--- src/png_cw_pkg.sv ---
`timescale 1ns / 1ps
// ----------------------------------------------------------------------------
// png_cw_pkg
// Types, codes and signature table for the PNG/MNG/JNG chunk walker.
// ----------------------------------------------------------------------------
package png_cw_pkg;

   localparam int OUT_SIZE_W     = 40;
   localparam int SIG_LEN        = 8;
   localparam int CHUNK_OVERHEAD = 12;
   localparam int CRC_LEN        = 4;

   localparam logic [1:0] FMT_PNG = 2'd0;
   localparam logic [1:0] FMT_MNG = 2'd1;
   localparam logic [1:0] FMT_JNG = 2'd2;

   localparam logic [1:0] REASON_END      = 2'd0;
   localparam logic [1:0] REASON_BAD_TYPE = 2'd1;
   localparam logic [1:0] REASON_SIG      = 2'd2;
   localparam logic [1:0] REASON_OVERFLOW = 2'd3;

   localparam logic [31:0] TAG_IEND = 32'h49454E44;
   localparam logic [31:0] TAG_MEND = 32'h4D454E44;

   localparam logic [2:0] CAND_ALL = 3'b111;

   typedef struct packed {
      logic                  fire;
      logic [1:0]            format;
      logic [1:0]            reason;
      logic [OUT_SIZE_W-1:0] total_size;
   } png_cw_result_type;

   function automatic logic [7:0] sig_byte(input logic [1:0] fmt, input logic [2:0] idx);
      logic [7:0] b;
      case (idx)
         3'd0: begin
            case (fmt)
               FMT_PNG: b = 8'h89;
               FMT_MNG: b = 8'h8a;
               default: b = 8'h8b;
            endcase
         end
         3'd1: begin
            case (fmt)
               FMT_PNG: b = 8'h50;
               FMT_MNG: b = 8'h4d;
               default: b = 8'h4a;
            endcase
         end
         3'd2:    b = 8'h4e;
         3'd3:    b = 8'h47;
         3'd4:    b = 8'h0d;
         3'd5:    b = 8'h0a;
         3'd6:    b = 8'h1a;
         default: b = 8'h0a;
      endcase
      return b;
   endfunction

   function automatic logic is_letter(input logic [7:0] c);
      return ((c >= 8'h41) && (c <= 8'h5a)) || ((c >= 8'h61) && (c <= 8'h7a));
   endfunction

endpackage

--- src/png_cw_if.sv ---
`timescale 1ns / 1ps
// ----------------------------------------------------------------------------
// png_cw_if
// Valid/ready channels for input bytes and walk results.
// ----------------------------------------------------------------------------
interface png_cw_req_if;
   logic       valid;
   logic       ready;
   logic [7:0] data_byte;
   logic       start_req;

   modport source (output valid, output data_byte, output start_req, input ready);
   modport sink   (input valid, input data_byte, input start_req, output ready);
endinterface

interface png_cw_rsp_if;
   logic        valid;
   logic        ready;
   logic [1:0]  format;
   logic [1:0]  reason;
   logic [39:0] total_size;

   modport source (output valid, output format, output reason, output total_size,
                   input ready);
   modport sink   (input valid, input format, input reason, input total_size,
                   output ready);
endinterface

--- src/png_cw_core.sv ---
`timescale 1ns / 1ps
// ----------------------------------------------------------------------------
// png_cw_core
// Parse state and per-byte step logic: signature match, header capture,
// data/CRC skip, end/bad-type/overflow detection.
// ----------------------------------------------------------------------------
module png_cw_core
   import png_cw_pkg::*;
#(
   parameter int SIZE_BITS = 40
) (
   input  logic              clock,
   input  logic              reset,
   input  logic              step_en,
   input  logic [7:0]        data_byte,
   input  logic              start_req,
   output png_cw_result_type result
);

   typedef enum logic [1:0] {
      PH_SIG,
      PH_HDR,
      PH_SKIP
   } phase_type;

   localparam logic [SIZE_BITS-1:0] SIZE_MAX = {SIZE_BITS{1'b1}};

   phase_type            phase_ff, phase_in;
   logic [2:0]           count_ff, count_in;
   logic [2:0]           cand_ff, cand_in;
   logic                 fin_ff, fin_in;
   logic [31:0]          len_ff, len_in;
   logic [23:0]          type_ff, type_in;
   logic [32:0]          skip_ff, skip_in;
   logic [SIZE_BITS-1:0] run_ff, run_in;

   phase_type            ph;
   logic [2:0]           cnt;
   logic [2:0]           cand;
   logic                 fin;
   logic [31:0]          len;
   logic [23:0]          typ;
   logic [32:0]          skip;
   logic [SIZE_BITS-1:0] run;

   logic [2:0]           cand_m;
   logic [1:0]           fmt;
   logic [31:0]          full_type;
   logic [32:0]          add;
   logic [SIZE_BITS:0]   sum;
   logic [32:0]          skip_dec;
   logic                 letters_ok;
   logic                 fire;
   logic [1:0]           rsn;
   logic [1:0]           rfmt;
   logic [SIZE_BITS-1:0] size_sel;
   logic [SIZE_BITS+OUT_SIZE_W-1:0] size_ext;

   always_comb begin
      ph   = start_req ? PH_SIG   : phase_ff;
      cnt  = start_req ? 3'd0     : count_ff;
      cand = start_req ? CAND_ALL : cand_ff;
      fin  = start_req ? 1'b0     : fin_ff;
      len  = start_req ? 32'd0    : len_ff;
      typ  = start_req ? 24'd0    : type_ff;
      skip = start_req ? 33'd0    : skip_ff;
      run  = start_req ? '0       : run_ff;

      for (int k = 0; k < 3; k++)
         cand_m[k] = cand[k] && (sig_byte(2'(k), cnt) == data_byte);

      fmt = cand[2] ? FMT_JNG : (cand[1] ? FMT_MNG : FMT_PNG);
      full_type = {typ, data_byte};
      add = {1'b0, len} + 33'(CHUNK_OVERHEAD);
      sum = {1'b0, run} + (SIZE_BITS+1)'(add);
      skip_dec = skip - {32'd0, (skip != 33'd0)};
      letters_ok = is_letter(full_type[31:24]) && is_letter(full_type[23:16]) &&
                   is_letter(full_type[15:8]) && is_letter(full_type[7:0]);

      phase_in = ph;
      count_in = cnt;
      cand_in  = cand;
      fin_in   = fin;
      len_in   = len;
      type_in  = typ;
      skip_in  = skip;
      run_in   = run;
      fire     = 1'b0;
      rsn      = REASON_END;
      rfmt     = FMT_PNG;
      size_sel = '0;

      if (!fin) begin
         unique case (ph)
            PH_SIG: begin
               cand_in = cand_m;
               if (cand_m == 3'b000) begin
                  fire     = 1'b1;
                  rsn      = REASON_SIG;
                  size_sel = SIZE_BITS'({1'b0, cnt} + 4'd1);
                  fin_in   = 1'b1;
               end else if (cnt == 3'(SIG_LEN - 1)) begin
                  phase_in = PH_HDR;
                  count_in = 3'd0;
                  run_in   = SIZE_BITS'(SIG_LEN);
               end else begin
                  count_in = cnt + 3'd1;
               end
            end
            PH_HDR: begin
               if (!cnt[2]) len_in  = {len[23:0], data_byte};
               else         type_in = {typ[15:0], data_byte};
               if (cnt != 3'd7) begin
                  count_in = cnt + 3'd1;
               end else begin
                  rfmt = fmt;
                  if (sum[SIZE_BITS]) begin
                     fire     = 1'b1;
                     rsn      = REASON_OVERFLOW;
                     size_sel = SIZE_MAX;
                     fin_in   = 1'b1;
                  end else if (full_type == ((fmt == FMT_MNG) ? TAG_MEND : TAG_IEND)) begin
                     fire     = 1'b1;
                     rsn      = REASON_END;
                     size_sel = sum[SIZE_BITS-1:0];
                     fin_in   = 1'b1;
                  end else if ((fmt != FMT_MNG) && !letters_ok) begin
                     fire     = 1'b1;
                     rsn      = REASON_BAD_TYPE;
                     size_sel = run;
                     fin_in   = 1'b1;
                  end else begin
                     run_in   = sum[SIZE_BITS-1:0];
                     skip_in  = {1'b0, len} + 33'(CRC_LEN);
                     count_in = 3'd0;
                     len_in   = 32'd0;
                     type_in  = 24'd0;
                     phase_in = PH_SKIP;
                  end
               end
            end
            PH_SKIP: begin
               skip_in = skip_dec;
               if (skip_dec == 33'd0) begin
                  phase_in = PH_HDR;
                  count_in = 3'd0;
               end
            end
            default: begin
               phase_in = PH_SIG;
            end
         endcase
      end

      size_ext          = {{OUT_SIZE_W{1'b0}}, size_sel};
      result.fire       = fire;
      result.format     = rfmt;
      result.reason     = rsn;
      result.total_size = size_ext[OUT_SIZE_W-1:0];
   end

   always_ff @(posedge clock) begin
      if (reset) begin
         phase_ff <= PH_SIG;
         count_ff <= 3'd0;
         cand_ff  <= CAND_ALL;
         fin_ff   <= 1'b1;
      end else if (step_en) begin
         phase_ff <= phase_in;
         count_ff <= count_in;
         cand_ff  <= cand_in;
         fin_ff   <= fin_in;
      end
   end

   always_ff @(posedge clock) begin
      if (step_en) begin
         len_ff  <= len_in;
         type_ff <= type_in;
         skip_ff <= skip_in;
         run_ff  <= run_in;
      end
   end

endmodule

--- src/png_chunk_walker_top.sv ---
`timescale 1ns / 1ps
// ----------------------------------------------------------------------------
// png_chunk_walker_top
// PNG/MNG/JNG chunk walker: input register, parse core, result register.
// ----------------------------------------------------------------------------
// A byte's result is offered on rsp from the result register.
// Throughput: one byte per cycle while the parse step is not held (see below).
// The result register frees the input side while a result waits; only a
// byte that yields a second result stalls until the first one transfers.
// Reset: synchronous; the block idles until a byte with start_req set.
// ----------------------------------------------------------------------------
module png_chunk_walker_top
   import png_cw_pkg::*;
#(
   parameter int SIZE_BITS = 40
) (
   input logic          clock,
   input logic          reset,
   png_cw_req_if.sink   req_if,
   png_cw_rsp_if.source rsp_if
);

   logic              in_valid_ff, in_valid_in;
   logic [7:0]        in_byte_ff;
   logic              in_start_ff;
   logic              out_valid_ff, out_valid_in;
   png_cw_result_type out_ff;
   png_cw_result_type res;
   logic              advance;
   logic              req_xfer;

   assign advance       = in_valid_ff && (!res.fire || !out_valid_ff || rsp_if.ready);
   assign req_if.ready  = !in_valid_ff || advance;
   assign req_xfer      = req_if.valid && req_if.ready;

   png_cw_core #(
      .SIZE_BITS (SIZE_BITS)
   ) u_core (
      .clock     (clock),
      .reset     (reset),
      .step_en   (advance),
      .data_byte (in_byte_ff),
      .start_req (in_start_ff),
      .result    (res)
   );

   always_comb begin
      in_valid_in = req_xfer ? 1'b1 : (advance ? 1'b0 : in_valid_ff);
      if (advance && res.fire) out_valid_in = 1'b1;
      else if (rsp_if.ready)   out_valid_in = 1'b0;
      else                     out_valid_in = out_valid_ff;
   end

   always_ff @(posedge clock) begin
      if (reset) begin
         in_valid_ff  <= 1'b0;
         out_valid_ff <= 1'b0;
      end else begin
         in_valid_ff  <= in_valid_in;
         out_valid_ff <= out_valid_in;
      end
   end

   always_ff @(posedge clock) begin
      if (req_xfer) begin
         in_byte_ff  <= req_if.data_byte;
         in_start_ff <= req_if.start_req;
      end
      if (advance && res.fire) begin
         out_ff <= res;
      end
   end

   assign rsp_if.valid      = out_valid_ff;
   assign rsp_if.format     = out_ff.format;
   assign rsp_if.reason     = out_ff.reason;
   assign rsp_if.total_size = out_ff.total_size;

   a_ready_when_empty: assert property (@(posedge clock) disable iff (reset)
      !in_valid_ff |-> req_if.ready)
      else $error("input register empty but not ready");

   a_format_code: assert property (@(posedge clock) disable iff (reset)
      out_valid_ff |-> (out_ff.format == FMT_PNG || out_ff.format == FMT_MNG ||
                        out_ff.format == FMT_JNG))
      else $error("unused format code on result");

   a_sig_result: assert property (@(posedge clock) disable iff (reset)
      (out_valid_ff && out_ff.reason == REASON_SIG) |->
         (out_ff.format == FMT_PNG && out_ff.total_size >= 40'd1 &&
          out_ff.total_size <= 40'(SIG_LEN)))
      else $error("signature mismatch result out of range");

   a_reset_clears: assert property (@(posedge clock)
      reset |=> (!out_valid_ff && !in_valid_ff))
      else $error("valid state survived reset");

endmodule

--- src/flat_wrapper.sv ---
// flat-port wrapper written by rule: the top's interface ports become plain ports
module png_chunk_walker_top_flat import png_cw_pkg::*;
#(
   parameter int SIZE_BITS = 40
)
  (clock, reset, req_if_valid, req_if_data_byte, req_if_start_req, req_if_ready, rsp_if_valid, rsp_if_format, rsp_if_reason, rsp_if_total_size, rsp_if_ready);
  png_cw_req_if req_if_i ();
  png_cw_rsp_if rsp_if_i ();
  input logic clock;
  input logic reset;
  input wire logic [$bits(req_if_i.valid)-1:0] req_if_valid;
  input wire logic [$bits(req_if_i.data_byte)-1:0] req_if_data_byte;
  input wire logic [$bits(req_if_i.start_req)-1:0] req_if_start_req;
  output wire logic [$bits(req_if_i.ready)-1:0] req_if_ready;
  output wire logic [$bits(rsp_if_i.valid)-1:0] rsp_if_valid;
  output wire logic [$bits(rsp_if_i.format)-1:0] rsp_if_format;
  output wire logic [$bits(rsp_if_i.reason)-1:0] rsp_if_reason;
  output wire logic [$bits(rsp_if_i.total_size)-1:0] rsp_if_total_size;
  input wire logic [$bits(rsp_if_i.ready)-1:0] rsp_if_ready;
  assign req_if_i.valid = req_if_valid;
  assign req_if_i.data_byte = req_if_data_byte;
  assign req_if_i.start_req = req_if_start_req;
  assign req_if_ready = req_if_i.ready;
  assign rsp_if_valid = rsp_if_i.valid;
  assign rsp_if_format = rsp_if_i.format;
  assign rsp_if_reason = rsp_if_i.reason;
  assign rsp_if_total_size = rsp_if_i.total_size;
  assign rsp_if_i.ready = rsp_if_ready;
  png_chunk_walker_top #(.SIZE_BITS(SIZE_BITS)) u_core (.clock(clock), .reset(reset), .req_if(req_if_i), .rsp_if(rsp_if_i));
endmodule
--- config.mk ---
export PLATFORM = sky130hd
export DESIGN_NAME = png_chunk_walker_top_flat
export DESIGN_NICKNAME = d
export VERILOG_FILES = /design/src/png_cw_pkg.sv /design/src/png_cw_if.sv /design/src/png_cw_core.sv /design/src/png_chunk_walker_top.sv /design/src/flat_wrapper.sv
export SDC_FILE = /design/constraint.sdc
export NUM_CORES = 1
export LEC_CHECK = 0
export BUFFER_PORTS_ARGS = -buffer_cell sky130_fd_sc_hd__buf_4
export CAP_MARGIN = 20
export CORE_ASPECT_RATIO = 0.75
export CORE_MARGIN = 10
export CORE_UTILIZATION = 40
export DETAILED_ROUTE_END_ITERATION = 6
export PLACE_DENSITY = 0.52
export SYNTH_ARGS = -nofsm -noshare
export SYNTH_HDL_FRONTEND = slang
export SYNTH_SLANG_ARGS = --single-unit
--- constraint.sdc ---
create_clock -name clock -period 26.3 [get_ports clock]
set_clock_uncertainty 0.15 [all_clocks]
set_input_delay 6.575 -clock clock [delete_from_list [all_inputs] [get_ports clock]]
set_output_delay 6.575 -clock clock [all_outputs]
set_load 0.1 [all_outputs]
==> impl_metrics.yaml, run 1 <==
setup_path:
  startpoint_type: "primary input"
  crit_path_end_kind: "output pin"
  path_class: "in2out"
  cp_max_fo: 3
  cp.required_ns: 19.58
  cp.arrival_ns: 7.16
synthesis:
  synthCells: 1684
  synth-edff-count: 182
  ys_types: 86
  async_flop_share_pct: 0
  ys_seq_area_share_pct: 38.6
  synth_top_area_share_pct: 37.1
  yosysWarnings: 0
  avgSynthCellArea_um2: 8.74
  ys_ff_latch: 193
  synthTopCellsByArea: "edfxtp_1 (37%), ha_1 (6.5%), nand2_1 (5.1%)"
  synth-main-ff-cell: "edfxtp_1"
  syn_area_mm2: 0.0147
  syn_nets: 1775
  yosysTopAreaCell: "edfxtp_1"
floorplan:
  start_util_pct: 40.7
  rows: 60
  pin_count: 59
  die_x_um: 241
  design.die.area_mm2: 0.0449
  die_h_um: 186
  core_mm2: 0.0361
timing:
  min_period_over_period_pct: 52.8
  fin_tns_setup_ns: 0
  final_max_slew_viol_count: 0
  grt_setup_unrepaired: "false"
  hold_viol: 0
  period_needed_ns: 13.89
  relSlewSlack_pct: 23.2
  setup_viol: 0
  maxClockFrequency_ghz: 0.0720
  worst_slew_pin_slew_ns: 1.14
drt:
  drtIter0Drc: 1411
  routed_via_density: 6.21
  route.detailed.drc: 0
  ant_nets: 0
  firstDrtPassIters: 6
  route.vias.total: 13600
  wire_per_inst_um: 22.4
  routed_wirelength_um: 48900
clock_tree:
  clk_latency_ns: 0.46
  cts_root_buf: "clkbuf_16"
  cts.path.max_buffers: 2
  cts_setup_buffers: 0
  cts_tree: "yes"
  holdBufCountCts: 0
  post_cts_resized: 0
  cts_buffers: 17
  htreeDepth: 4
  clock-sinks: 193
  clk_pin_slew_ns: 0.08
placed_design:
  io_buffers: 58
  dp_hpwl_um: 33800
  globalplace.congestion: 0.897
layout:
  layout_commonest_cell: "nand2_1"
  mostFrequentLayoutCells: "nand2_1 (200), edfxtp_1 (182), nor2_1 (156)"
  area_delta_synth_final_pct: 10.3
  drive_gt1_share_pct: 8.89
  num-nets-final: 1765
  utilization_pct: 44.9
run_status:
  status: "completed"
global_route:
  grt_overflow: 0
  grt_pass1_wl_um: 76000
  grt_antenna_before_repair: 0
  grt_pass1_vias: 12800
  grtUsageTotal_pct: 21.7
  grt_start_max_net_pins: 79
power_and_ir_drop:
  peakVddDrop_uv: 38.6
  p_total_uw: 792
  pwr_density_cell_mw_per_mm2: 48.8
  leakage_nw: 6.01
hold_path:
  hp-class: "reg2reg"
flow_run:
  maxCapViolCount: 0
==> final timing paths <==
path,start,endpoint,slack [ns],cells past startpoint
worst max-delay path,rsp_if_ready,req_if_ready,12.41,3
worst min-delay path,u_core.u_core.phase_ff[0]$_SDFFE_PP0P_,u_core.u_core.phase_ff[0]$_SDFFE_PP0P_,0.34,2
worst max register to register,u_core.in_start_ff$_DFFE_PP_,u_core.u_core.run_ff[21]$_DFFE_PP_,18.86,17
worst min register to register,u_core.u_core.phase_ff[0]$_SDFFE_PP0P_,u_core.u_core.phase_ff[0]$_SDFFE_PP0P_,0.34,2
==> where the power goes <==
group          internal [mW]  switching, mW
logic                 0.0407         0.0859
registers              0.350         0.0118
clock network          0.171          0.132
==> worst max-delay path: stages <==
cell	delay, ns
buf_4	0.11
nand4b_1	0.20
buf_4	0.27
==> cell type report <==
cell class / instances / area (um^2)
Antenna cell: 1 / 2.50
Fill cell: 3548 / 19900
Inverter: 71 / 269
Multi-Input combinational cell: 1309 / 8360
Tap cell: 496 / 621
Clock buffer: 19 / 433
Timing Repair Buffer: 82 / 636
Sequential cell: 193 / 5690
Clock inverter: 13 / 220
==> synth_stat cells, types with 23 or more instances <==
library cell and n:
a21o_1 24, a21oi_1 85, a221oi_1 39, a22o_1 23, a22oi_1 35, clkbuf_1 90, edfxtp_1 182, ha_1 77
inv_1 67, nand2_1 200, nand3_1 60, nor2_1 157, nor2b_1 53, nor3_1 44, o21ai_0 98, o22ai_1 31
xnor2_1 49
==> sequential cells by signal, summed over array words and instances, names as in the netlist <==
register and flops:
u_core.rsp_if.format 2, u_core.u_core.run_ff 40, u_core.u_core.count_ff 3, u_core.in_valid_ff 1, u_core.rsp_if.valid 1, u_core.u_core.fin_ff 1, u_core.u_core.len_ff 32, u_core.u_core.cand_ff 3
u_core.rsp_if.total_size 40, u_core.rsp_if.reason 2, u_core.u_core.type_ff 24, u_core.in_byte_ff 8, u_core.u_core.skip_ff 33, u_core.in_start_ff 1, u_core.u_core.phase_ff 2
==> metrics by stage <==
| stage | instance area (um^2) | cells | setup WS (ns) | hold WS, ns |
|---|---|---|---|---|
| 2_1_floorplan | 14700 | 1684 | 12.00 | 0.309 |
| 3_3_place_gp | 15500 | 2150 | 12.43 | 0.321 |
| 3_5_place_dp | 15500 | 2150 | 12.42 | 0.328 |
| 4_1_cts | 16200 | 2182 | 12.41 | 0.345 |
| 5_1_grt | 16200 | 2183 | 12.38 | 0.378 |
| 6_report | 16200 | 2184 | 12.41 | 0.344 |
==> metal layers <==
| metal | vias to the layer above | track usage (%) | routed length [um] |
|---|---|---|---|
| met5 | - | 0 | 0 |
| met3 | 50 | 3.72 | 3140 |
| li1 | 6362 | - | - |
| met2 | 502 | 31.3 | 20600 |
| met1 | 6640 | 32.6 | 24300 |
| met4 | 0 | 5.17 | 767 |
==> cells by family (layout without fill, tap and decap cells) <==
family	after synthesis	count (layout)	share of synthesized area, %
and+or+nand+nor	648	648	21.2
AOI/OAI and AO/OA	512	512	24.3
DFF	193	193	38.6
buffers and inverters	182	185	4.86
adders and majority gates	78	78	6.68
xor gates and xnor gates	65	65	3.87
muxes	6	6	0.417
other	0	1	0
Note: power is estimated with default switching activity, not from simulation.
==> run 2, diff against run 1 <==
==> constraint.sdc (replaced) <==
create_clock -name clock -period 13.64 [get_ports clock]
set_clock_uncertainty 0.15 [all_clocks]
set_input_delay 3.41 -clock clock [delete_from_list [all_inputs] [get_ports clock]]
set_output_delay 3.41 -clock clock [all_outputs]
set_load 0.1 [all_outputs]
==> impl_metrics.yaml, run 2 (synthesis results as in run 1) <==
run_status:
  status: "completed"
setup_path:
  cp_max_fo: 139
  cp_slowest_cell: "buf_4"
  cp_num_buf_inv: 5
  startpoint_type: "register"
  cp.required_ns: 10.08
  cp.arrival_ns: 6.35
  crit_path_end_kind: "output pin"
  rrSetupSlack_ns: 5.97
  critPathMaxStageDelay_ns: 0.63
  r2r_start: "u_core.in_start_ff$_DFFE_PP_"
  path_cells: "buf_12 -> inv_2 -> buf_4 -> nand2_1 -> ha_1 -> inv_1 -> ha_1 -> a211oi_1 -> o211ai_1 -> a211o_1 -> a2111oi_0 -> or4_1 -> nand3_1 -> a32oi_2 -> nor2_1 -> nand4b_1 -> buf_4"
  path_class: "reg2out"
  path_delay_family: "compound AO/OA/AOI/OAI gates"
  timing.rr.end: "u_core.u_core.run_ff[27]$_DFFE_PP_"
  reg2reg_depth: 17
clock_tree:
  holdBufCountCts: 0
  cts_root_buf: "clkbuf_16"
  clock-sinks: 193
  htreeDepth: 4
  post_cts_resized: 0
  cts_setup_buffers: 0
  clk_pin_slew_ns: 0.08
  cts.path.max_buffers: 2
  clk_latency_ns: 0.47
  cts_tree: "yes"
  cts_buffers: 17
global_route:
  grt_start_max_net_pins: 140
  grt_pass1_wl_um: 75800
  grt_overflow: 0
  grtUsageTotal_pct: 21.7
  grt_pass1_vias: 12800
  grt_antenna_before_repair: 0
drt:
  wl_met2_um: 20400
  routed_wirelength_um: 48900
  route.vias.total: 13600
  drtIter0Drc: 1643
  ant_nets: 0
  top_layer_used: "met4"
  wire_per_inst_um: 22.4
  firstDrtPassIters: 5
  route.detailed.drc: 0
  wl_met1_um: 24500
  route.met3.wl_um: 3390
  routed_via_density: 6.25
floorplan:
  die_x_um: 241
  die_h_um: 186
  design.die.area_mm2: 0.0449
  pin_count: 59
  start_util_pct: 40.7
  rows: 60
  core_mm2: 0.0361
hold_path:
  whs_path_depth: 2
  hp-class: "reg2reg"
  hold_path_end: "u_core.u_core.phase_ff[0]$_SDFFE_PP0P_"
  hp-start: "u_core.u_core.phase_ff[0]$_SDFFE_PP0P_"
timing:
  fin_tns_setup_ns: 0
  final_max_slew_viol_count: 0
  holdWs_ns: 0.356
  relSlewSlack_pct: 31.7
  grt_setup_unrepaired: "false"
  min_period_over_period_pct: 72.6
  hold_viol: 0
  finalWorstSetupSlack_ns: 3.73
  maxClockFrequency_ghz: 0.101
  setup_viol: 0
  worst_slew_pin_slew_ns: 1.02
  period_needed_ns: 9.91
layout:
  layout_commonest_cell: "nand2_1"
  n_antenna_cell: 0
  final_area_mm2: 0.0161
  fillers: 3570
  utilization_pct: 44.6
  num-nets-final: 1762
  largest_registers: "u_core.rsp_if.total_size x40, u_core.u_core.run_ff x40, u_core.u_core.skip_ff x33"
  mostFrequentLayoutCells: "nand2_1 (200), edfxtp_1 (182), nor2_1 (156)"
  area_delta_synth_final_pct: 9.48
  drive_gt1_share_pct: 8.79
  finalNonFillerCells: 2180
placed_design:
  placed_area_mm2: 0.0155
  dp_hpwl_um: 34200
  io_buffers: 58
  place_worst_setup_slack_ns: 4.35
  globalplace.congestion: 0.912
  dp.cells: 2147
power_and_ir_drop:
  leakage_nw: 5.96
  peakVddDrop_uv: 71.6
  pwr_density_cell_mw_per_mm2: 90.6
  p_total_mw: 1.46
flow_run:
  maxCapViolCount: 0
-- run 2: changes by cell type in the layout (fill, tap and decap cells not counted), sizes merged --
cell,change
bufinv,-5
clkinvlp,+1
diode,-1
clkinv,+2
inv,+3
clkbuf,-1
buf,-3
-- run 2: worst max path at each step --
| stage | start | endpoint | slack [ns] | depth (start not counted) |
|---|---|---|---|---|
| after CTS | u_core.in_start_ff$_DFFE_PP_ | req_if_ready | 3.85 | 17 |
| after detailed placement | u_core.in_start_ff$_DFFE_PP_ | req_if_ready | 4.35 | 17 |
| after global placement | u_core.in_start_ff$_DFFE_PP_ | req_if_ready | 4.56 | 17 |
| after floorplan | u_core.in_start_ff$_DFFE_PP_ | req_if_ready | 4.29 | 20 |
| after global routing | u_core.in_start_ff$_DFFE_PP_ | req_if_ready | 3.31 | 17 |
| final | u_core.in_start_ff$_DFFE_PP_ | req_if_ready | 3.73 | 17 |
-- run 2: layout make-up --
type / count / area (um^2) / share of cell area [%]
clock inverters: 14 / 139 / 0.862
multi-input cells: 1309 / 8360 / 51.9
well taps: 496 / 621 / 3.85
inverters: 71 / 269 / 1.67
clock buffers: 18 / 429 / 2.66
flip-flops and latches: 193 / 5690 / 35.3
repair buffers: 79 / 606 / 3.76
-- run 2: per-layer routing --
| metal | vias to the layer above | GRT usage [%] |
|---|---|---|
| met3 | 44 | 3.47 |
| met4 | 0 | 4.77 |
| li1 | 6355 | - |
| met5 | - | 0 |
| met1 | 6634 | 33.0 |
| met2 | 588 | 31.2 |
-- run 2: where the power goes --
group	total (mW)	switching (mW)	leakage, nW	internal (mW)
logic	0.244	0.167	3.87	0.0774
clock network	0.516	0.272	0.277	0.244
registers	0.699	0.0228	1.81	0.676
total	1.46	0.462	5.96	0.997
-- run 2: tightest hold or removal path, cell delays in order, from the launching register on --
cell	delay, ns
dfxtp_1	0.33
nand3b_1	0.09
o41ai_2	0.06
